## src/rtl/dnd_store.sv

```systemverilog
// Packet byte store: one write port, one read port with registered data.
module dnd_store #(
  parameter int DEPTH = 512,
  parameter int AW    = 9
) (
  input  logic          clk,
  input  logic          wr_en,
  input  logic [AW-1:0] wr_addr,
  input  logic [7:0]    wr_data,
  input  logic [AW-1:0] rd_addr,
  output logic [7:0]    rd_data
);

  logic [7:0] mem [DEPTH];

  always_ff @(posedge clk) begin
    if (wr_en) begin
      mem[wr_addr] <= wr_data;
    end
    rd_data <= mem[rd_addr];
  end

endmodule

```

## config.mk

```make
export PLATFORM = sky130hd
export DESIGN_NAME = dnd_store
export DESIGN_NICKNAME = d
export VERILOG_FILES = /design/src/rtl/dnd_store.sv
export SDC_FILE = /design/constraint.sdc
export NUM_CORES = 2
export LEC_CHECK = 0
export ABC_AREA = 0
export BUFFER_PORTS_ARGS = -buffer_cell sky130_fd_sc_hd__buf_2
export CAP_MARGIN = 20
export CORE_MARGIN = 2
export CORE_UTILIZATION = 35
export DETAILED_ROUTE_END_ITERATION = 8
export HOLD_SLACK_MARGIN = 0.12
export PLACE_DENSITY_LB_ADDON = 0.1
export SETUP_SLACK_MARGIN = 0.4
export SLEW_MARGIN = 20
export SYNTH_ARGS = -nofsm -noshare
export SYNTH_HDL_FRONTEND = slang
export SYNTH_SLANG_ARGS = --single-unit
```

## constraint.sdc

```tcl
create_clock -name clk -period 2.1 [get_ports clk]
set_clock_uncertainty 0.15 [all_clocks]
set_input_delay 0.105 -clock clk [delete_from_list [all_inputs] [get_ports clk]]
set_output_delay 0.105 -clock clk [all_outputs]
set_load 0.01 [all_outputs]
```

[Word-level counts from Yosys, hierarchy flattened]
Memory sizes are Yosys's and may differ from the RTL's. A register that Yosys moved wholly into a read port is not among the register bits.
Cells that the tools add are included.
Word-level totals
  register bits after elaboration: 0
  bits in writable memories: 4096
  bits of input ports: 28
  output and inout bits: 8
  word-level logic and storage cells: 3
  memories: 1
Operators by class
  multiplexer cells: 2
Memories
  mem: depth 512, bits a word 8, rd ports 1, clocked after memory_dff 1, write ports 1, line 14  | logic [7:0] mem [DEPTH];
Operators by type and width (count)
  two-way mux 1 bit: 2

[Logic depth before layout (Yosys ltp)]
  word-level depth: 2
  gate-level depth with buffers: 12
  gate-level depth less buffers: 7

[Least setup slack after synthesis]
No wires, ideal clock.
  kind: input-to-reg
  from: input port rd_addr[0]
  to: register rd_data[0], read port of mem
  setup time: 0.118 ns
  arrival: 1.959 ns
  required time: 1.832 ns
  path slack: -0.127 ns
  cell stages on the path: 10
  path buffers: 4
  cell sequence: buf_4 -> buf_12 -> buf_12 -> buf_2 -> mux4_2 -> o21ai_0 -> nand3_1 -> nand4_1 -> o21ai_0 -> o2111a_1
RTL lines
  start, declared: line 10  | input logic [AW-1:0] rd_addr,
  end, declared: line 11  | output logic [7:0] rd_data

==> impl_metrics.ini <==
[routing]
drtIter0Drc = 8163
routed_via_density = 5.323
drtPass1Iterations = 5
vias = 85886
postRouteAntennaNets = 0
drc = 0
wire_per_inst_um = 30.58
drt-total-wl_mm = 493.4

[placement]
place_ws_ps = -2180
dp_hpwl_mm = 326.7
io_buffers = 35
gp_congestion = 0.8385

[worst_hold_path]
hp-class = primary input to flip-flop

[critical_path]
crit_arrival_ps = 3630
worstPathRequired_ps = 2900
slowest_stage = nor4_2
crit_chain = mux2i_1 > o221ai_2 > buf_4 > a21oi_4 > nor4_4 > buf_4 > nand4_1 > nor4_2 > buf_4 > o2111a_1
crit_top_cell = buf_4
critPathLaunchType = flip-flop
cp_max_fo = 2
cpPeakStageDelay_ps = 450
crit_type = flip-flop to flip-flop
critPathCaptureType = flip-flop

[timing]
fin_crit_sh_pct = 135.0
fin_tns_setup_ps = -4070
timing.fmax_mhz = 352.8
finalMaxSlewViolations = 0
rsz0062_at_grt = true
finalHoldViolCount = 0
relSlewSlack_pct = 36.24
fin_ws_ps = -734.1
tightest_slew_ps = 956.4
min_period_ps = 2834
worst_hold_slack_ps = 169.4
setup_viol = 9

[synthesis]
synth-edff-count = 4096
yosys_warnings = 0
synth_flop_cell = edfxtp_1
post_synth.cell_area_avg_um2 = 19.92
synth_area_um2 = 159900
ys_types = 51
ys_seq_elements = 4104
synth_cells = 8030
syn_nets = 8058
ys_seq_area_share_pct = 77.01
synthArstFlopShare_pct = 0

[power]
finalPower_mw = 176.8
leakagePower_nw = 65.67
irDropWorstVdd_mv = 0.7535
power.density_nw_per_um2 = 894.8

[floorplan]
core-area_um2 = 455500
die_area_um2 = 462400
fp.dieH_um = 680.0
ios = 36
die_w_um = 680.0
rows = 248
initial_core_util_pct = 35.11

[cts]
cts_buffers = 447
path_clk_slew_ps = 60
cts_tree = yes
clkSinkCount = 4104
clkLatencyLatePin_ps = 1010
cts_max_level = 5
clockBufferDepth = 4
root_buffer = clkbuf_16

[final_layout]
area_growth_pct = 23.57
fin_nets = 9777
drive_above_1_share_pct = 32.61
post-route-util_pct = 43.38

[grt]
grt_max_degree = 141
grt_pass1_vias = 87889
grt_overflow = 0
grt_use_total_pct = 21.03
antenna_found_initial = 38
grt_pass1_wl_mm = 691.0

[job]
cap_violations = 0

[run_status]
violations = negative setup slack
status = complete, but fails checks
[cell families after synthesis]
group	count (synthesis)	synth area share, %
AO/OA/AOI/OAI	979	4.313
buffers and inverters	516	1.849
flip-flops	4104	77.01
multiplexers	1451	14.20
AND/OR/NAND/NOR	980	2.631
[critical path: cells and delay by family (launching register included)]
kind            cells  cell delay (ps)
simple gates        3             1190
buf+inv             3              550
compound gates      3              490
flops               1              330
mux                 1               70
[placed cells by master (no fill, tap or decap), types with 66 or more instances in the layout]
cell type / count
edfxtp_1: 4096
buf_4: 1400
mux2i_1: 785
mux4_2: 654
nor2_1: 498
clkbuf_16: 449
o221ai_1: 311
buf_12: 310
a21oi_1: 172
o22ai_1: 157
clkinv_1: 123
nor3_1: 106
clkbuf_1: 99
o21ai_0: 97
nand2_1: 93
clkinv_2: 87
nor2_2: 66
[repair_timing]
action / in CTS / in global routing
endpoints found under the setup margin: 16 / 1454
pin swaps: 48 / 20
hold buffers: 39 / 1
resized for setup: 165 / 45
hold endpoints to repair: 8048 / 76
buffers inserted: 6 / 2
[metrics by stage]
stage	cell area, µm²	instances
after floorplan	160600	8030
after global placement	182100	15253
after detailed placement	182100	15254
after CTS	197400	16124
after global routing	197600	16128
final	197600	16134
[power by group]
group	internal [mW]	switching [mW]	total [mW]
Combinational	4.11	6.51	10.6
Clock	43.1	32.7	75.8
Sequential	90.2	0.158	90.4
[final timing paths]
check | from | to | cells past startpoint | slack (ps)
worst max register to register | mem[32][0] | rd_data[0] | 10 | -730
worst min register to register | mem[303][5] | rd_data[5] | 5 | 1170
worst min-delay path | wr_data[0] | mem[51][0] | 3 | 170
worst max-delay path | mem[32][0] | rd_data[0] | 10 | -730
[flip-flops by register name, summed over array words and instances, names as in the netlist]
| name | cells |
|---|---|
| mem | 4096 |
| rd_data | 8 |
[per-layer routing]
layer	vias to the layer above	share of wire (%)	global-route usage (%)
met1	46004	44	29.76
li1	36959	-	-
met3	533	5.5	3.280
met5	-	0.012	0
met4	10	1.8	3.748
met2	2380	48	34.75
[synth_stat cells, types with 36 or more instances]
| master | instances | share of area [%] |
|---|---|---|
| buf_4 | 70 | 0.33 |
| nor2_1 | 597 | 1.4 |
| a21oi_1 | 194 | 0.61 |
| buf_6 | 64 | 0.45 |
| a22oi_1 | 61 | 0.29 |
| o22ai_1 | 163 | 0.64 |
| edfxtp_1 | 4096 | 77 |
| nand3_1 | 36 | 0.11 |
| mux4_2 | 654 | 9.2 |
| o221ai_1 | 371 | 2.0 |
| buf_1 | 41 | 0.096 |
| nor3_1 | 109 | 0.34 |
| nand2_1 | 111 | 0.26 |
| buf_2 | 57 | 0.18 |
| nor4_1 | 36 | 0.14 |
| clkbuf_1 | 265 | 0.62 |
| mux2i_1 | 797 | 5.0 |
| o21ai_0 | 118 | 0.37 |
[layout make-up]
class                   count  area [µm²]
diodes                      9       22.52
fillers                 39570      257900
flip-flops and latches   4104      123200
repair buffers           1783       17430
clock inverters           277        2436
well taps                6000        7507
inverters                   3       18.77
multi-input cells        3410       35410
clock buffers             548       11610
No activity file was read; power rests on OpenSTA's default activity.
