## src/rtl/dnd_pkg.sv

```systemverilog
// Shared types and constants for the DNS name decompressor.
package dnd_pkg;

  // Position width covers every packet size in range plus a label's length.
  localparam int POS_W = 15;

  localparam logic OP_STORE  = 1'b0;
  localparam logic OP_DECODE = 1'b1;

  // Top two bits of a label length byte
  localparam logic [1:0] TAG_LABEL = 2'b00;
  localparam logic [1:0] TAG_EXT   = 2'b01;
  localparam logic [1:0] TAG_RSVD  = 2'b10;
  localparam logic [1:0] TAG_PTR   = 2'b11;

  localparam logic [7:0] DOT_CHAR = 8'h2e;

  localparam logic [2:0] ST_OK       = 3'd0;
  localparam logic [2:0] ST_TRUNC    = 3'd1;
  localparam logic [2:0] ST_RESERVED = 3'd2;
  localparam logic [2:0] ST_FORWARD  = 3'd3;
  localparam logic [2:0] ST_LONG     = 3'd4;

  typedef struct packed {
    logic [63:0] name_bytes;
    logic [3:0]  byte_count;
    logic        last;
    logic [2:0]  status;
    logic [9:0]  end_offset;
  } result_t;

endpackage

```

## src/rtl/dnd_out.sv

```systemverilog
// Output register: holds one result item while the receiver stalls.
module dnd_out (
  input  logic             clk,
  input  logic             rst,
  input  logic             res_valid,
  input  dnd_pkg::result_t res,
  output logic             res_ready,
  output logic             out_valid,
  input  logic             out_stall,
  output dnd_pkg::result_t out_res
);

  import dnd_pkg::*;

  assign res_ready = !out_valid || !out_stall;

  always_ff @(posedge clk) begin
    if (rst) begin
      out_valid <= 1'b0;
    end else if (res_ready) begin
      out_valid <= res_valid;
    end
    if (res_ready && res_valid) begin
      out_res <= res;
    end
  end

endmodule

```

## config.mk

```make
export PLATFORM = sky130hd
export DESIGN_NAME = dnd_out
export DESIGN_NICKNAME = d
export VERILOG_FILES = /design/src/rtl/dnd_pkg.sv /design/src/rtl/dnd_out.sv
export SDC_FILE = /design/constraint.sdc
export NUM_CORES = 1
export LEC_CHECK = 0
export BUFFER_PORTS_ARGS = -buffer_cell sky130_fd_sc_hd__buf_2
export CAP_MARGIN = 20
export CORE_ASPECT_RATIO = 1.25
export CORE_MARGIN = 8
export CORE_UTILIZATION = 44
export CTS_CLUSTER_DIAMETER = 50
export CTS_CLUSTER_SIZE = 16
export DETAILED_ROUTE_END_ITERATION = 12
export PLACE_DENSITY = 0.84
export SLEW_MARGIN = 25
export SYNTH_ARGS = -nofsm -noshare
export SYNTH_HDL_FRONTEND = slang
export SYNTH_SLANG_ARGS = --single-unit
export TNS_END_PERCENT = 1
```

## constraint.sdc

```tcl
create_clock -name clk -period 6.95 [get_ports clk]
set_clock_uncertainty 0.15 [all_clocks]
set_input_delay 1.39 -clock clk [delete_from_list [all_inputs] [get_ports clk]]
set_output_delay 1.39 -clock clk [all_outputs]
set_load 0.02 [all_outputs]
```

* After elaboration in Yosys (flattened, before gate mapping) *
Index checks and enable logic that the tools add are counted.

cells by class
  add/subtract/negate cells = 0
  reductions and logical operators = 4
  divide/modulo/power cells = 0
  order comparisons = 0
  multiplexer cells = 0
  multipliers = 0
  equal/unequal tests = 0
  bitwise logic cells = 0
  shift-type cells = 0

operator list
  operator           count
  1-bit logical NOT  2
  1-bit logical AND  1
  1-bit logical OR   1

word-level totals
  bits in read-only memories = 0
  output and inout port bits = 84
  bits in latches = 0
  RAM bits = 0
  word-level logic and storage cells = 10
  memories = 0
  input port bits = 86
  flip-flop bits (word level) = 83

* Longest topological paths before layout *
Gate-level depths: netlist (run 1).

  depth in word-level cells = 3
  gate-level depth with buffers = 2
  depth with buffers taken out = 2

* Least setup slack after synthesis (run 1) *
No wires, ideal clock.

  kind = input-to-reg
  from = input port out_stall
  to = register out_res[0] in the netlist's numbering, enable pin
  buffers on the path = 0
  data required time = 6351 ps
  setup time = 449 ps
  data arrival time = 3527 ps
  setup slack = 2823 ps
  stages = 2
  path through = nand2_1 > and2_1

between the ends
  word-level cells in the longest chain between the ends = 3

ends and longest elaborated chain
  item                  RTL line       RTL
  from (decl)           dnd_out.sv:9   input logic out_stall,
  1-bit logical NOT     dnd_out.sv:15  assign res_ready = !out_valid || !out_stall;
  1-bit logical OR      dnd_out.sv:15
  1-bit logical AND     dnd_out.sv:23  if (res_ready && res_valid) begin
  to (signal assigned)  dnd_out.sv:24  out_res <= res;
  to (decl)             dnd_out.sv:10  output dnd_pkg::result_t out_res

No other way between the ends.
A chain may end at the register's enable or synchronous reset.

* Final worst setup path (run 1) *
  from = input port out_stall
  to = output port res_ready

between the ends
  word-level cells in the longest chain between the ends = 2

ends and longest elaborated chain
  item               RTL line       RTL
  1-bit logical NOT  dnd_out.sv:15
  1-bit logical OR   dnd_out.sv:15
  to (decl)          dnd_out.sv:7   output logic res_ready,

No other way between the ends.

==> summary.md, run 1 <==
| Metric | Value |
|---|---|
| Width of the chip | 83.4 um |
| Crit Path Class | primary input to primary output |
| Fin area | 3640 um2 |
| Mean Syn Cell Area | 28.7 um2 |
| Final min period | 3.28 ns |
| Top fanout value on the critical path | 2 |
| Longest Clk Path Bufs | 2 |
| Yosys top cell by area | edfxtp_1 |
| Hold buffers post-CTS | 0 |
| # clock sinks | 83 |
| # fillers | 374 |
| Final setup viols | 0 |
| Setup WS pre-CTS | 3.66 ns |
| CP endpoint kind | primary output |
| GP Congestion | 0.732 |
| Critical Path End | res_ready |
| Drt initial violations | 85 |
| Post-CTS Setup Inserts | 0 |
| Layout Nets | 353 |
| Hold Fails Final Rpt | 0 |
| Area occupied by multi-input gates | 21.3 um2 |
| Root Driver | clkbuf_8 |
| Worst slew pin tran | 1.03 ns |
| Die ar. | 8370 um2 |
| RSZ-0062 raised after global routing | no |
| Max-cap violations | 0 |
| Syn Std Cell Area | 2500 um2 |
| Port bufs | 169 |
| #FFs+latches synth | 83 |
| Sequential area share after synthesis | 99.2% |
| Post_cts resized | 0 |
| Reg2Reg Setup Slack | 5.16 ns |
| Die span in y | 100 um |
| Area Growth Syn to Fin | 45.7% |
| Initial antenna violation count | 0 |
| Slew headroom | 31.6% |
| Largest net degree at the start of global routing | 83 |
| Fin cells | 336 |
| Clock slew at reported path FFs | 0.07 ns |
| Fin crit share | 47.2% |
| Diode count | 0 |
| CTS tree | done |
| Status | completed |
| Placed cell area | 3430 um2 |
| Core Footprint | 5440 um2 |
| Worst reg2reg path endpoint | out_res[20] |
| Post-placement cell count | 320 |
| Starting Density | 46.0% |
| Setup_tns | 0 ns |
| First-pass GRT wire length | 9.22 mm |
| Num CTS Buffers | 9 |
| WL final | 6.46 mm |
| DRT antenna net count | 0 |
| Finished Core Util | 67.0% |
| WHS | 0.371 ns |
| Initial DRT Pass Iterations | 6 |
| Worst hold path class | flop to flop |
| Largest cells by area after synthesis | edfxtp_1 (98%), dfxtp_1 (0.80%), and2_1 (0.25%), a21oi_1 (0.20%), nand2_1 (0.15%) |
| Reg-to-Reg Start | out_valid |
| I/O Pins | 170 |
| Synthesis Warnings | 0 |
| Clk Latency, worst-skew pair | 0.33 ns |
| Commonest non-fill, non-tap cells in the layout | buf_2 (169), edfxtp_1 (82), clkbuf_8 (9) |
| H-tree levels | 3 |
| Remaining global-route overflow | 0 |
| CP arrival | 1.74 ns |
| DRC viols | 0 |
| Maximum VDD drop | 0.211 mV |
| Fmax | 305 MHz |
| Vias/cell | 4.61 |
| Routed vias | 1,548 |
| Share of cells above drive strength 1 | 68.0% |
| Setup crit start | out_stall |
| Most common cell after layout, fill and taps aside | buf_2 |
| PwrDens | 291 nW/um2 |
| Startpoint class of the critical path | primary input |
| Synthesized netlist cell count | 87 |
| Slew Viols, Final | 0 |
| CP required | 5.41 ns |
| Seq. cell area | 2480 um2 |
| Post-synth top area share | 98.4% |
| FP Rows | 30 |
| Syn Nets | 173 |
| Leak | 1.59 nW |
| WL per Instance | 19.2 um |
| Setup ws final | 3.67 ns |
| Post-synth cell types | 6 |
| FF-to-FF path depth | 2 |
| Vias in the first global route | 1,737 |
| Total power | 1.06 mW |
| Tot GR Track Use | 14.5% |
critical path: stages:
cell and delay [ns]:
buf_2 0.11, nand2_1 0.08, buf_2 0.17
cell usage after synthesis (all sizes together):
library cell and count:
a21oi 1, and2 1, nand2 1, nor2 1, edfxtp 82, dfxtp 1
layout make-up:
cell class	count	share of cell area, %
Sequential cell	83	68.1
Clock inverter	6	2.40
Tap cell	64	2.20
Multi-Input combinational cell	4	0.584
Clock buffer	10	3.50
Timing Repair Buffer	169	23.2
routing by layer:
layer  global-route usage, %  up-vias  routed length [um]
met5                       0        -                   0
li1                        -      714                   -
met2                    26.6       95                3630
met3                    7.86       15                 700
met1                    12.1      724                2000
met4                    7.86        0                 136
power by group:
part	switching (mW)	leakage [nW]	total (mW)	internal, mW
sequential	0.00698	0.802	0.592	0.585
clock	0.162	0.111	0.365	0.203
combinational	0.0661	0.674	0.101	0.0353
total	0.235	1.59	1.06	0.823
flip-flops by register name, indices dropped and copies added, names as in the netlist:
| signal | count |
|---|---|
| out_res | 82 |
| out_valid | 1 |
how the worst min path moves through the flow:
| stage | end | from | slack (ns) | depth (start not counted) |
|---|---|---|---|---|
| after floorplan | out_valid | out_valid | 0.44 | 2 |
| after global placement | out_valid | out_valid | 0.33 | 2 |
| after detailed placement | out_valid | out_valid | 0.36 | 2 |
| after CTS | out_valid | out_valid | 0.38 | 2 |
| after global routing | out_valid | out_valid | 0.40 | 2 |
| final | out_valid | out_valid | 0.37 | 2 |
cell families after synthesis:
logic type | Yosys count | share of synthesized area, %
AO/OA/AOI/OAI | 1 | 0.200
AND/OR/NAND/NOR | 3 | 0.550
flip-flops | 83 | 99.2
No activity file was read; power rests on OpenSTA's default activity.
==> run 2, diff against run 1 <==
- CORE_UTILIZATION: 44 -> 37
- PLACE_DENSITY: 0.84 -> 0.75
- clock period: 6.95 -> 2.92 ns (I/O delays scaled with it)
==> run 2 against run 1 <==
- hold slack got worse by 0.12 ns
- final cell count rose by 7.4%
- clock power up 94%
- non-clock buffer count increased by 2
- via count is 1.6% lower
- setup slack lost 2.4 ns
- count of clock-buffer cells in the layout down 1
- die area up 15%
- final area up 0.41%
- core utilization fell by 11 points
- critical path type unchanged
==> summary.md, run 2 (same netlist as run 1, synthesis figures left out) <==
| Metric | Value |
|---|---|
| Port bufs | 169 |
| Post-CTS Setup Inserts | 0 |
| Layout Nets | 355 |
| Num CTS Buffers | 9 |
| Final setup viols | 0 |
| Max stage delay on crit path | 0.17 ns |
| Share of cells above drive strength 1 | 68.2% |
| Leak | 1.57 nW |
| Die span in y | 108 um |
| # clock sinks | 83 |
| Post-placement cell count | 345 |
| Critical Path Most Common Cell | buf_2 |
| PwrDens | 645 nW/um2 |
| Vias/cell | 4.22 |
| Post_cts resized | 0 |
| Max-cap violations | 0 |
| Slew Viols, Final | 0 |
| Vias in the first global route | 1,709 |
| Fin cells | 361 |
| Remaining global-route overflow | 0 |
| Total power | 2.36 mW |
| Width of the chip | 89.5 um |
| Die ar. | 9660 um2 |
| Drt initial violations | 70 |
| Maximum VDD drop | 0.421 mV |
| WHS | 0.255 ns |
| GP Congestion | 0.735 |
| Routed vias | 1,524 |
| Longest Clk Path Bufs | 2 |
| CP endpoint kind | primary output |
| Diode count | 0 |
| Post-DP HPWL | 5.27 mm |
| Worst hold path class | primary input to flop |
| Clock slew at reported path FFs | 0.07 ns |
| Largest regs | out_res (82), out_valid (1) |
| Commonest non-fill, non-tap cells in the layout | buf_2 (169), edfxtp_1 (82), clkbuf_8 (9) |
| CP required | 2.19 ns |
| RSZ-0062 raised after global routing | no |
| WL final | 6.44 mm |
| First-pass GRT wire length | 9.19 mm |
| Area Growth Syn to Fin | 46.3% |
| Root Driver | clkbuf_8 |
| DRT antenna net count | 0 |
| Top reg by flops | out_res |
| Largest register FFs | 82 |
| Worst-path cell chain | buf_2, nand2_1, buf_2 |
| I/O Pins | 170 |
| Hold Fails Final Rpt | 0 |
| Final min period | 1.66 ns |
| Startpoint class of the critical path | primary input |
| Worst slew pin tran | 0.336 ns |
| Setup_tns | 0 ns |
| Initial DRT Pass Iterations | 4 |
| Setup WS pre-CTS | 0.884 ns |
| Clk Latency, worst-skew pair | 0.33 ns |
| Hold buffers post-CTS | 0 |
| Initial antenna violation count | 0 |
| DRC viols | 0 |
| Slowest stage cell, crit path | buf_2 |
| FP Rows | 33 |
| CTS tree | done |
| Most common cell after layout, fill and taps aside | buf_2 |
| Fmax | 602 MHz |
| Tot GR Track Use | 13.5% |
| WL per Instance | 17.8 um |
| H-tree levels | 3 |
| Top fanout value on the critical path | 2 |
| Largest net degree at the start of global routing | 33 |
| Slew headroom | 77.6% |
| Status | completed |
| Crit Path Class | primary input to primary output |
| Core Footprint | 6570 um2 |
| Starting Density | 38.1% |
| CP arrival | 0.93 ns |
| Fin crit share | 56.9% |
| Setup ws final | 1.26 ns |
## run 2: worst paths after layout
check | from | endpoint | slack [ns] | cells past startpoint
max | out_stall | res_ready | 1.26 | 3
min | rst | out_valid | 0.26 | 2
max reg2reg | out_valid | out_res[13] | 1.29 | 3
min reg2reg | out_valid | out_valid | 0.39 | 2
## run 2: stage by stage
step	cell area, um2	utilization, %
final	3660	55.7
after global routing	3660	55.7
after CTS	3660	55.7
after detailed placement	3490	53.1
after global placement	3490	53.1
after floorplan	2500	-
## run 2: layer usage
layer,GRT usage (%),vias up,wire length [um],share of wire (%)
met1,13.0,690,2100,33
met4,8.10,0,170,2.6
met3,5.35,13,750,12
met5,0,-,0,0
li1,-,715,-,-
met2,23.6,106,3420,53
## run 2: report_power, final
part	total (mW)	internal, mW	switching, mW
clock network	0.708	0.311	0.396
registers	1.41	1.39	0.0158
logic	0.247	0.0887	0.158
total	2.36	1.79	0.570
## run 2: layout make-up
cell class / instances / area (um2)
fillers: 547 / 2910
flip-flops and latches: 83 / 2480
repair buffers: 171 / 873
clock buffers: 9 / 124
well taps: 87 / 109
clock inverters: 7 / 50.0
multi-input cells: 4 / 21.3
## run 2: critical path: cells and delay by family
kind / cells / cell delay, ns
AND/OR/NAND/NOR: 1 / 0.07
buffers and inverters: 2 / 0.27
