--- config.mk ---
export PLATFORM = sky130hd
export DESIGN_NAME = dnd_walker
export DESIGN_NICKNAME = d
export VERILOG_FILES = /design/src/rtl/dnd_pkg.sv /design/src/rtl/dnd_walker.sv
export SDC_FILE = /design/constraint.sdc
export NUM_CORES = 1
export LEC_CHECK = 0
export BUFFER_PORTS_ARGS = -buffer_cell sky130_fd_sc_hd__buf_4
export CAP_MARGIN = 25
export CORE_UTILIZATION = 62
export CTS_BUF_LIST = sky130_fd_sc_hd__clkbuf_16
export CTS_CLUSTER_DIAMETER = 100
export CTS_CLUSTER_SIZE = 28
export DETAILED_ROUTE_END_ITERATION = 7
export PLACE_DENSITY = 0.86
export REMOVE_ABC_BUFFERS = 1
export SLEW_MARGIN = 20
export SYNTH_ARGS = -nofsm -noshare
export SYNTH_HDL_FRONTEND = slang
export SYNTH_SLANG_ARGS = --single-unit
--- constraint.sdc ---
create_clock -name clk -period 16.4 [get_ports clk]
set_clock_uncertainty 0.15 [all_clocks]
set_input_delay 2.46 -clock clk [delete_from_list [all_inputs] [get_ports clk]]
set_output_delay 2.46 -clock clk [all_outputs]
set_load 0.03 [all_outputs]
--- src/rtl/dnd_pkg.sv ---
// Shared types and constants for the DNS name decompressor.
package dnd_pkg;

  // Position width covers every packet size in range plus a label's length.
  localparam int POS_W = 15;

  localparam logic OP_STORE  = 1'b0;
  localparam logic OP_DECODE = 1'b1;

  // Top two bits of a label length byte
  localparam logic [1:0] TAG_LABEL = 2'b00;
  localparam logic [1:0] TAG_EXT   = 2'b01;
  localparam logic [1:0] TAG_RSVD  = 2'b10;
  localparam logic [1:0] TAG_PTR   = 2'b11;

  localparam logic [7:0] DOT_CHAR = 8'h2e;

  localparam logic [2:0] ST_OK       = 3'd0;
  localparam logic [2:0] ST_TRUNC    = 3'd1;
  localparam logic [2:0] ST_RESERVED = 3'd2;
  localparam logic [2:0] ST_FORWARD  = 3'd3;
  localparam logic [2:0] ST_LONG     = 3'd4;

  typedef struct packed {
    logic [63:0] name_bytes;
    logic [3:0]  byte_count;
    logic        last;
    logic [2:0]  status;
    logic [9:0]  end_offset;
  } result_t;

endpackage

--- src/rtl/dnd_walker.sv ---
// Label walker: reads the store, follows pointers, packs name bytes into items.
module dnd_walker #(
  parameter int PACKET_BYTES     = 512,
  parameter int MAX_NAME_BYTES   = 256,
  parameter int BYTES_PER_RESULT = 8,
  parameter int AW               = 9
) (
  input  logic              clk,
  input  logic              rst,
  input  logic              in_valid,
  output logic              in_stall,
  input  logic              op,
  input  logic [7:0]        data_byte,
  input  logic [8:0]        offset,
  input  logic [9:0]        packet_length,
  output logic              wr_en,
  output logic [AW-1:0]     wr_addr,
  output logic [7:0]        wr_data,
  output logic [AW-1:0]     rd_addr,
  input  logic [7:0]        rd_data,
  output logic              res_valid,
  output dnd_pkg::result_t  res,
  input  logic              res_ready
);

  import dnd_pkg::*;

  localparam int NCW = $clog2(MAX_NAME_BYTES + 65);
  localparam logic [POS_W-1:0] PKT_LEN  = POS_W'(PACKET_BYTES);
  localparam logic [NCW-1:0]   NAME_MAX = NCW'(MAX_NAME_BYTES);
  localparam logic [3:0]       BPR_CNT  = 4'(BYTES_PER_RESULT);

  typedef enum logic [5:0] {
    S_IDLE  = 6'b000001,
    S_LABEL = 6'b000010,
    S_PTR   = 6'b000100,
    S_COPY  = 6'b001000,
    S_DOT   = 6'b010000,
    S_FINAL = 6'b100000
  } state_t;

  state_t           state, state_next;
  logic [POS_W-1:0] pos, pos_next;
  logic [POS_W-1:0] len, len_next;
  logic [POS_W-1:0] tag_pos, tag_pos_next;
  logic [POS_W-1:0] resume, resume_next;
  logic             ptr_taken, ptr_taken_next;
  logic [5:0]       ptr_hi, ptr_hi_next;
  logic [5:0]       cnt, cnt_next;
  logic [NCW-1:0]   name_len, name_len_next;
  logic [63:0]      pend_word, pend_word_next;
  logic [3:0]       pend_cnt, pend_cnt_next;
  logic [2:0]       status_r, status_next;
  logic [9:0]       end_r, end_next;

  logic [POS_W-1:0] rd_pos;
  logic [POS_W-1:0] off_ext, plen_ext, plen_clamp, pos_inc, target;
  logic             push, push_ok, full;
  logic [7:0]       push_data;
  logic [63:0]      word_merged;

  assign off_ext    = POS_W'(offset);
  assign plen_ext   = POS_W'(packet_length);
  assign plen_clamp = (plen_ext > PKT_LEN) ? PKT_LEN : plen_ext;
  assign pos_inc    = pos + POS_W'(1);
  assign target     = POS_W'({ptr_hi, rd_data});

  assign word_merged = pend_word | (64'(push_data) << {pend_cnt[2:0], 3'b000});
  assign full        = (pend_cnt + 4'd1) == BPR_CNT;
  assign push_ok     = !full || res_ready;

  assign rd_addr = rd_pos[AW-1:0];
  assign wr_addr = off_ext[AW-1:0];
  assign wr_data = data_byte;
  assign in_stall = (state != S_IDLE);

  always_comb begin
    state_next     = state;
    pos_next       = pos;
    len_next       = len;
    tag_pos_next   = tag_pos;
    resume_next    = resume;
    ptr_taken_next = ptr_taken;
    ptr_hi_next    = ptr_hi;
    cnt_next       = cnt;
    name_len_next  = name_len;
    pend_word_next = pend_word;
    pend_cnt_next  = pend_cnt;
    status_next    = status_r;
    end_next       = end_r;
    rd_pos         = pos;
    wr_en          = 1'b0;
    push           = 1'b0;
    push_data      = DOT_CHAR;
    res_valid      = 1'b0;
    res            = '0;

    unique case (state)
      S_IDLE: begin
        if (in_valid) begin
          if (op == OP_DECODE) begin
            len_next       = plen_clamp;
            pos_next       = off_ext;
            rd_pos         = off_ext;
            resume_next    = '0;
            ptr_taken_next = 1'b0;
            name_len_next  = '0;
            pend_word_next = '0;
            pend_cnt_next  = '0;
            end_next       = '0;
            if (off_ext >= plen_clamp) begin
              status_next = ST_TRUNC;
              state_next  = S_FINAL;
            end else begin
              state_next = S_LABEL;
            end
          end else begin
            wr_en = (off_ext < PKT_LEN);
          end
        end
      end

      S_LABEL: begin
        if (pos >= len) begin
          status_next = ST_TRUNC;
          state_next  = S_FINAL;
        end else if (rd_data == 8'h00) begin
          status_next = ST_OK;
          end_next    = ptr_taken ? resume[9:0] : pos_inc[9:0];
          state_next  = S_FINAL;
        end else if (rd_data[7:6] == TAG_EXT || rd_data[7:6] == TAG_RSVD) begin
          status_next = ST_RESERVED;
          state_next  = S_FINAL;
        end else if (rd_data[7:6] == TAG_PTR) begin
          if (pos_inc >= len) begin
            status_next = ST_TRUNC;
            state_next  = S_FINAL;
          end else begin
            tag_pos_next = pos;
            ptr_hi_next  = rd_data[5:0];
            pos_next     = pos_inc;
            rd_pos       = pos_inc;
            state_next   = S_PTR;
          end
        end else begin
          if (pos_inc + POS_W'(rd_data[5:0]) > len) begin
            status_next = ST_TRUNC;
            state_next  = S_FINAL;
          end else if (name_len + NCW'(rd_data[5:0]) + NCW'(1) > NAME_MAX) begin
            status_next = ST_LONG;
            state_next  = S_FINAL;
          end else begin
            cnt_next      = rd_data[5:0];
            name_len_next = name_len + NCW'(rd_data[5:0]) + NCW'(1);
            pos_next      = pos_inc;
            rd_pos        = pos_inc;
            state_next    = S_COPY;
          end
        end
      end

      S_PTR: begin
        // Only strictly backward targets may be followed
        if (target >= tag_pos) begin
          status_next = ST_FORWARD;
          state_next  = S_FINAL;
        end else begin
          if (!ptr_taken) begin
            ptr_taken_next = 1'b1;
            resume_next    = pos_inc;
          end
          pos_next   = target;
          rd_pos     = target;
          state_next = S_LABEL;
        end
      end

      S_COPY: begin
        push      = 1'b1;
        push_data = rd_data;
        // On a stall rd_pos stays at pos, so the byte is read again
        if (push_ok) begin
          pos_next = pos_inc;
          rd_pos   = pos_inc;
          cnt_next = cnt - 6'd1;
          if (cnt == 6'd1) begin
            state_next = S_DOT;
          end
        end
      end

      S_DOT: begin
        push = 1'b1;
        if (push_ok) begin
          state_next = S_LABEL;
        end
      end

      S_FINAL: begin
        res_valid = 1'b1;
        res.last  = 1'b1;
        res.status = status_r;
        if (status_r == ST_OK) begin
          res.name_bytes = pend_word;
          res.byte_count = pend_cnt;
          res.end_offset = end_r;
        end
        if (res_ready) begin
          pend_word_next = '0;
          pend_cnt_next  = '0;
          state_next     = S_IDLE;
        end
      end

      default: begin
        state_next = S_IDLE;
      end
    endcase

    if (push) begin
      if (full) begin
        res_valid      = 1'b1;
        res.name_bytes = word_merged;
        res.byte_count = BPR_CNT;
        if (push_ok) begin
          pend_word_next = '0;
          pend_cnt_next  = '0;
        end
      end else begin
        pend_word_next = word_merged;
        pend_cnt_next  = pend_cnt + 4'd1;
      end
    end
  end

  always_ff @(posedge clk) begin
    if (rst) begin
      state     <= S_IDLE;
      ptr_taken <= 1'b0;
      name_len  <= '0;
      pend_cnt  <= '0;
      pend_word <= '0;
    end else begin
      state     <= state_next;
      ptr_taken <= ptr_taken_next;
      name_len  <= name_len_next;
      pend_cnt  <= pend_cnt_next;
      pend_word <= pend_word_next;
    end
    pos       <= pos_next;
    len       <= len_next;
    tag_pos   <= tag_pos_next;
    resume    <= resume_next;
    ptr_hi    <= ptr_hi_next;
    cnt       <= cnt_next;
    status_r  <= status_next;
    end_r     <= end_next;
  end

  a_mid_item_full: assert property (@(posedge clk) disable iff (rst)
    res_valid && !res.last |-> res.byte_count == BPR_CNT)
    else $error("intermediate item not full");

  a_error_empty: assert property (@(posedge clk) disable iff (rst)
    res_valid && res.last && res.status != ST_OK |->
      res.byte_count == 4'd0 && res.end_offset == 10'd0 && res.name_bytes == 64'd0)
    else $error("error item carries name data");

  a_name_bound: assert property (@(posedge clk) disable iff (rst)
    name_len <= NAME_MAX)
    else $error("name length beyond limit");

  a_decode_starts: assert property (@(posedge clk) disable iff (rst)
    in_valid && !in_stall && op == OP_DECODE |=> state != S_IDLE)
    else $error("decode accepted but walker idle");

  a_store_idle: assert property (@(posedge clk) disable iff (rst)
    in_valid && !in_stall && op == OP_STORE |=> state == S_IDLE && !res_valid)
    else $error("store item left walker busy");

endmodule

Yosys cells after proc, flatten, opt, wreduce, memory -nomap -nowiden
Index checks and enable logic that the tools add are counted.
{"block": "op_classes", "reduce_logical": 21, "n_lt_le_gt_ge": 8, "n_bitwise": 5, "n_addsub": 6, "muxes": 100, "shift": 1, "eq_ne": 34}
{"op": "two-way mux 64 bit", "count": 6}
{"op": "two-way mux 68 bit", "count": 3}
{"op": "two-way mux 15 bit", "count": 11}
{"op": "two-way mux 6 bit", "count": 22}
{"op": "case mux 64 bit (2 select lines)", "count": 1}
{"op": "two-way mux 10 bit", "count": 11}
{"op": "two-way mux 82 bit", "count": 1}
{"op": "two-way mux 9 bit", "count": 8}
{"op": "bitwise OR 64 bit", "count": 1}
{"op": "left shift 8 x 6 -> 64 bit", "count": 1}
{"op": "case mux 15 bit (4 select lines)", "count": 1}
{"op": "case mux 10 bit (2 select lines)", "count": 2}
{"op": "case mux 6 bit (6 select lines)", "count": 1}
{"op": "!= test 2 bit (second input constant)", "count": 17}
{"op": "two-way mux 3 bit", "count": 11}
{"op": "greater-or-equal comparator 15 bit", "count": 2}
{"op": "two-way mux 4 bit", "count": 6}
{"op": "case mux 9 bit (2 select lines)", "count": 1}
{"op": "adder 15 x 1 -> 15 bit (second input constant)", "count": 1}
{"op": "adder 15 x 6 -> 15 bit", "count": 1}
{"op": "greater-or-equal comparator 14 x 15 -> 1 bit", "count": 1}
{"op": "> comparator 15 bit", "count": 1}
{"op": "equality test 6 x 1 -> 1 bit (second input constant)", "count": 2}
{"op": "case mux 6 bit (2 select lines)", "count": 1}
{"op": "42 further kinds", "count": 62}
{"block": "totals", "register_bits": 164, "elab_cells": 189, "out_inout_bits": 111, "inputBits": 40}

Longest topological paths before layout
{"block": "logic_depth", "depth_word": 10, "ltp_mapped": 24, "depth_no_buf": 21}

Least setup slack after synthesis
No wires, ideal clock.
{"block": "synth_path", "path_kind": "input-to-output", "from": "input rd_data[0]", "to": "output rd_addr[1]", "setup_slack_ps": 7155, "arrival_time_ps": 6635, "path_stages": 20, "path_cell_list": "ha_1 -> inv_1 -> fa_1 -> nor2b_1 -> a221oi_1 -> o21a_1 -> a21oi_1 -> xnor2_1 -> ha_1 -> and3_1 -> o21ai_0 -> a21oi_1 -> o22ai_1 -> a31oi_1 -> or4_4 -> nor3_1 -> a21oi_1 -> nor4_2 -> o221ai_1 -> buf_4"}
{"block": "synth_between", "elab_chain_cells": 10}
{"element": "start, declared", "line": "dnd_walker.sv:20", "rtl": "input logic [7:0] rd_data,"}
{"element": "adder 9 x 6 -> 9 bit", "line": "dnd_walker.sv:149", "rtl": "end else if (name_len + NCW'(rd_data[5:0]) + NCW'(1) > NAME_MAX) begin"}
{"element": "adder 9 x 1 -> 9 bit", "line": "dnd_walker.sv:149"}
{"element": "> comparator 9 bit", "line": "dnd_walker.sv:149"}
{"element": "two-way mux 15 bit (3 in a row)"}
{"element": "two-way mux 15 bit", "line": "dnd_walker.sv:131", "rtl": "end else if (rd_data[7:6] == TAG_EXT || rd_data[7:6] == TAG_RSVD) begin"}
{"element": "two-way mux 15 bit", "line": "dnd_walker.sv:127", "rtl": "end else if (rd_data == 8'h00) begin"}
{"element": "two-way mux 15 bit", "line": "dnd_walker.sv:124", "rtl": "if (pos >= len) begin"}
{"element": "case mux 15 bit (4 select lines) *"}
{"element": "end, declared", "line": "dnd_walker.sv:19", "rtl": "output logic [AW-1:0] rd_addr,"}
Mark *: on every way between the ends. The rest lies on a longest branch, timed or not. The select of a mux whose other input is x is not followed.

Worst setup path after layout
{"block": "layout_path", "from": "input rd_data[1]", "to": "output rd_addr[3]"}
The elaborated chain is that of the path after synthesis.

==> metrics.md <==
| Metric | Value |
|---|---|
| Drt drc | 0 |
| XOR/XNOR Fraction of Synth Area | 2.847% |
| Power Dens Cells | 137.4 mW/mm^2 |
| CP Class | in -> out |
| Synthesized cell area | 0.009844 mm^2 |
| Peak VDD IR | 0.0001354 V |
| Vias | 9061 |
| Commonest cells after routing, fill and taps aside | 151 x nor2_1, 146 x buf_4, 106 x nand2_1 |
| DRT iter0 DRCs | 1224 |
| Slew Viols, Final | 0 |
| Slowest-stage cell, CP | nor4_2 |
| Status | completed |
| H-tree depth | 4 |
| 1st-pass router iterations | 6 |
| Avg Synthesized Cell Area | 8.658 um^2 |
| Non-filler cells in the finished layout | 1452 |
| Mapped Cells | 1137 |
| CP startpoint kind | input pin |
| Most common cell after layout, fill and taps aside | nor2_1 |
| Hold Fails Final Rpt | 0 |
| Largest delay contributor family on the critical path | compound AO/OA/AOI/OAI gates |
| Critical Path RT | 13790 ps |
| Worst hold path class | reg -> reg |
| First-pass GRT wire length | 44310 um |
| Core Box Area | 0.01537 mm^2 |
| Max cap viols | 0 |
| Post-Synth Simple-Gate Area | 21.54% |
| Buf+Inv Stages, Crit Path | 2 |
| Rows | 45 |
| Layout cells sized above 1 | 17.16% |
| Clk sinks | 159 |
| PnR worst setup slack | 6360 ps |
| Slew headroom | 30.52% |
| Clock buffer depth | 2 |
| Chip Width | 128.0 um |
| Compound-Gate Fraction of Synth Area | 19.33% |
| Area share of fa/ha/maj cells after synthesis | 9.685% |
| P_leak | 4.888 nW |
| Tot GR Track Use | 35.66% |
| Main combinational cell family by area after synthesis | simple AND/OR/NAND/NOR gates |
| Setup Fix Bufs, Post-CTS | 0 |
| Clk slew on worst S/H paths | 60 ps |
| Initial antenna violation count | 0 |
| Area of the multi-input gates | 0.005334 mm^2 |
| Total power | 1.573 mW |
| #FFs+latches synth | 159 |
| CP cell instances | buf_4, ha_1, a21oi_1, o21ai_0, o41ai_1, nor2_1, xnor2_1, ha_1, a21o_1, a211o_1, o22ai_1, a31oi_1, or4_4, nor3_1, a21oi_1, nor4_2, o221ai_1, buf_4 |
| Period utilization | 61.22% |
| Reg2reg path depth | 20 |
| Number of hold-repair buffers added at the cts stage | 0 |
| Post-CTS sizing | 0 |
| FMAX | 0.09960 GHz |
| Tmin final | 10040 ps |
| Die area | 0.01639 mm^2 |
| Worst-skew pair later-pin latency | 440 ps |
| Worst Tran Pin Value | 1042 ps |
| Gp weighted congestion | 0.9917 |
| Antenna diode count | 0 |
| Critical Path Stages | 18 |
| RSZ-0062 raised after global routing | false |
| Mux share of post-synthesis cell area | 0.6228% |
| Worst Path Arrival | 7430 ps |
| # port buffers | 134 |
| Max stage delay on crit path | 690 ps |
| Initial core utilization | 64.05% |
| Nets | 1343 |
| Max Fanout on Critical Path | 10 |
| Clock root cell | clkbuf_16 |
| WL/cell | 19.67 um |
| Critical Path Sink Type | output pin |
| Vias in the first global route | 8284 |
| Register area share after synthesis | 39.04% |
| Async SR Flop Fraction | 0% |
| Largest net degree at the start of global routing | 65 |
| Hold path cells | 1 |
| Final setup fails | 0 |
| Top_reg_cell synth | dfxtp_1 |
| Routed Antenna Nets | 0 |
| IO Count | 151 |
| Setup TNS | 0 ps |
| CTS tree | built |
| Routed vias/inst | 6.240 |
| Fill cell count | 1162 |
| Pre-CTS setup slack | 6517 ps |
| Final wirelength | 28560 um |
| Synth cell types | 75 |
| Reg area | 0.003844 mm^2 |
| Die height | 128.0 um |
| Post-detail-place hpwl | 21080 um |
| Grt total ovfl | 0 |
| Number of synthesized flops with an enable pin | 66 |
| Area growth syn-to-layout | 16.24% |
| Num CTS Buffers | 17 |
| Yosys warning count | 0 |
| Placed Cells | 1417 |
[Yosys cell counts (all sizes together) (4+ instances only)]
| cell | n | area share (%) |
|---|---|---|
| nand3b | 9 | 0.69 |
| inv | 72 | 2.7 |
| mux2i | 5 | 0.51 |
| a21oi | 51 | 2.6 |
| buf | 33 | 2.4 |
| nand4 | 7 | 0.51 |
| nor3 | 15 | 0.88 |
| nand3 | 13 | 0.76 |
| a22oi | 70 | 5.3 |
| xor2 | 7 | 0.62 |
| ha | 73 | 9.3 |
| and2 | 56 | 3.6 |
| a221o | 6 | 0.61 |
| edfxtp | 66 | 20 |
| nand2 | 107 | 4.1 |
| nor4 | 15 | 1.0 |
| and3 | 6 | 0.38 |
| nor4b | 5 | 0.44 |
| o21a | 5 | 0.38 |
| a21o | 21 | 1.6 |
| a22o | 6 | 0.53 |
| nor2b | 6 | 0.38 |
| o21ai | 63 | 3.2 |
| a31oi | 4 | 0.25 |
| or2 | 14 | 0.89 |
| or3 | 8 | 0.56 |
| o211ai | 5 | 0.38 |
| a211oi | 9 | 0.69 |
| xnor2 | 25 | 2.2 |
| dfxtp | 93 | 19 |
| or4 | 4 | 0.38 |
| clkbuf | 46 | 1.8 |
| nor2 | 151 | 5.8 |
[sequential cells by signal, summed over array words and instances (netlist names)]
register,count
cnt,6
state,6
name_len,9
resume,10
len,10
status_r,3
ptr_taken,1
end_r,10
pend_cnt,4
pend_word,64
tag_pos,15
pos,15
ptr_hi,6
[per-stage QoR]
stage,hold WS [ps],area (um^2),util (%)
floorplan,299.4,9433,-
global placement,315.2,10810,70.31
detailed placement,322.6,10840,70.53
finish,342.9,11440,74.45
CTS,342.6,11420,74.31
global route,359.9,11440,74.45
[logic make-up (layout without fill, tap and decap cells)]
| group | after synthesis | in the layout |
|---|---|---|
| adders and majority gates | 75 | 75 |
| DFF | 159 | 159 |
| AOI/OAI and AO/OA | 283 | 283 |
| and+or+nand+nor | 431 | 431 |
| buffers and inverters | 151 | 255 |
| xor gates and xnor gates | 32 | 32 |
| muxes | 6 | 6 |
[routing by layer]
metal	GRT usage (%)	routed length (um)
met4	15.50	1054
met5	0	0
met1	46.97	11560
met3	7.179	2791
met2	57.07	13150
[layout make-up]
type | count | share of cell area [%]
Tap cell | 211 | 2.307
Sequential cell | 159 | 33.59
Inverter | 72 | 2.362
Multi-Input combinational cell | 827 | 46.61
Clock inverter | 15 | 1.367
Clock buffer | 17 | 3.717
Timing Repair Buffer | 151 | 10.05
[power by group]
group          switching, mW  leakage (nW)  internal, mW
sequential            0.0539          1.38         0.475
clock                  0.185         0.289         0.215
combinational          0.408          3.22         0.236
total                  0.647          4.89         0.926
[worst paths after layout]
path | to | slack, ps | from
worst min-delay path | name_len[3] | 340 | name_len[3]
worst max register to register | pos[11] | 9760 | pos[0]
worst max-delay path | rd_addr[3] | 6360 | rd_data[1]
worst min register to register | name_len[3] | 340 | name_len[3]
Power figures use the tool's default switching activity.
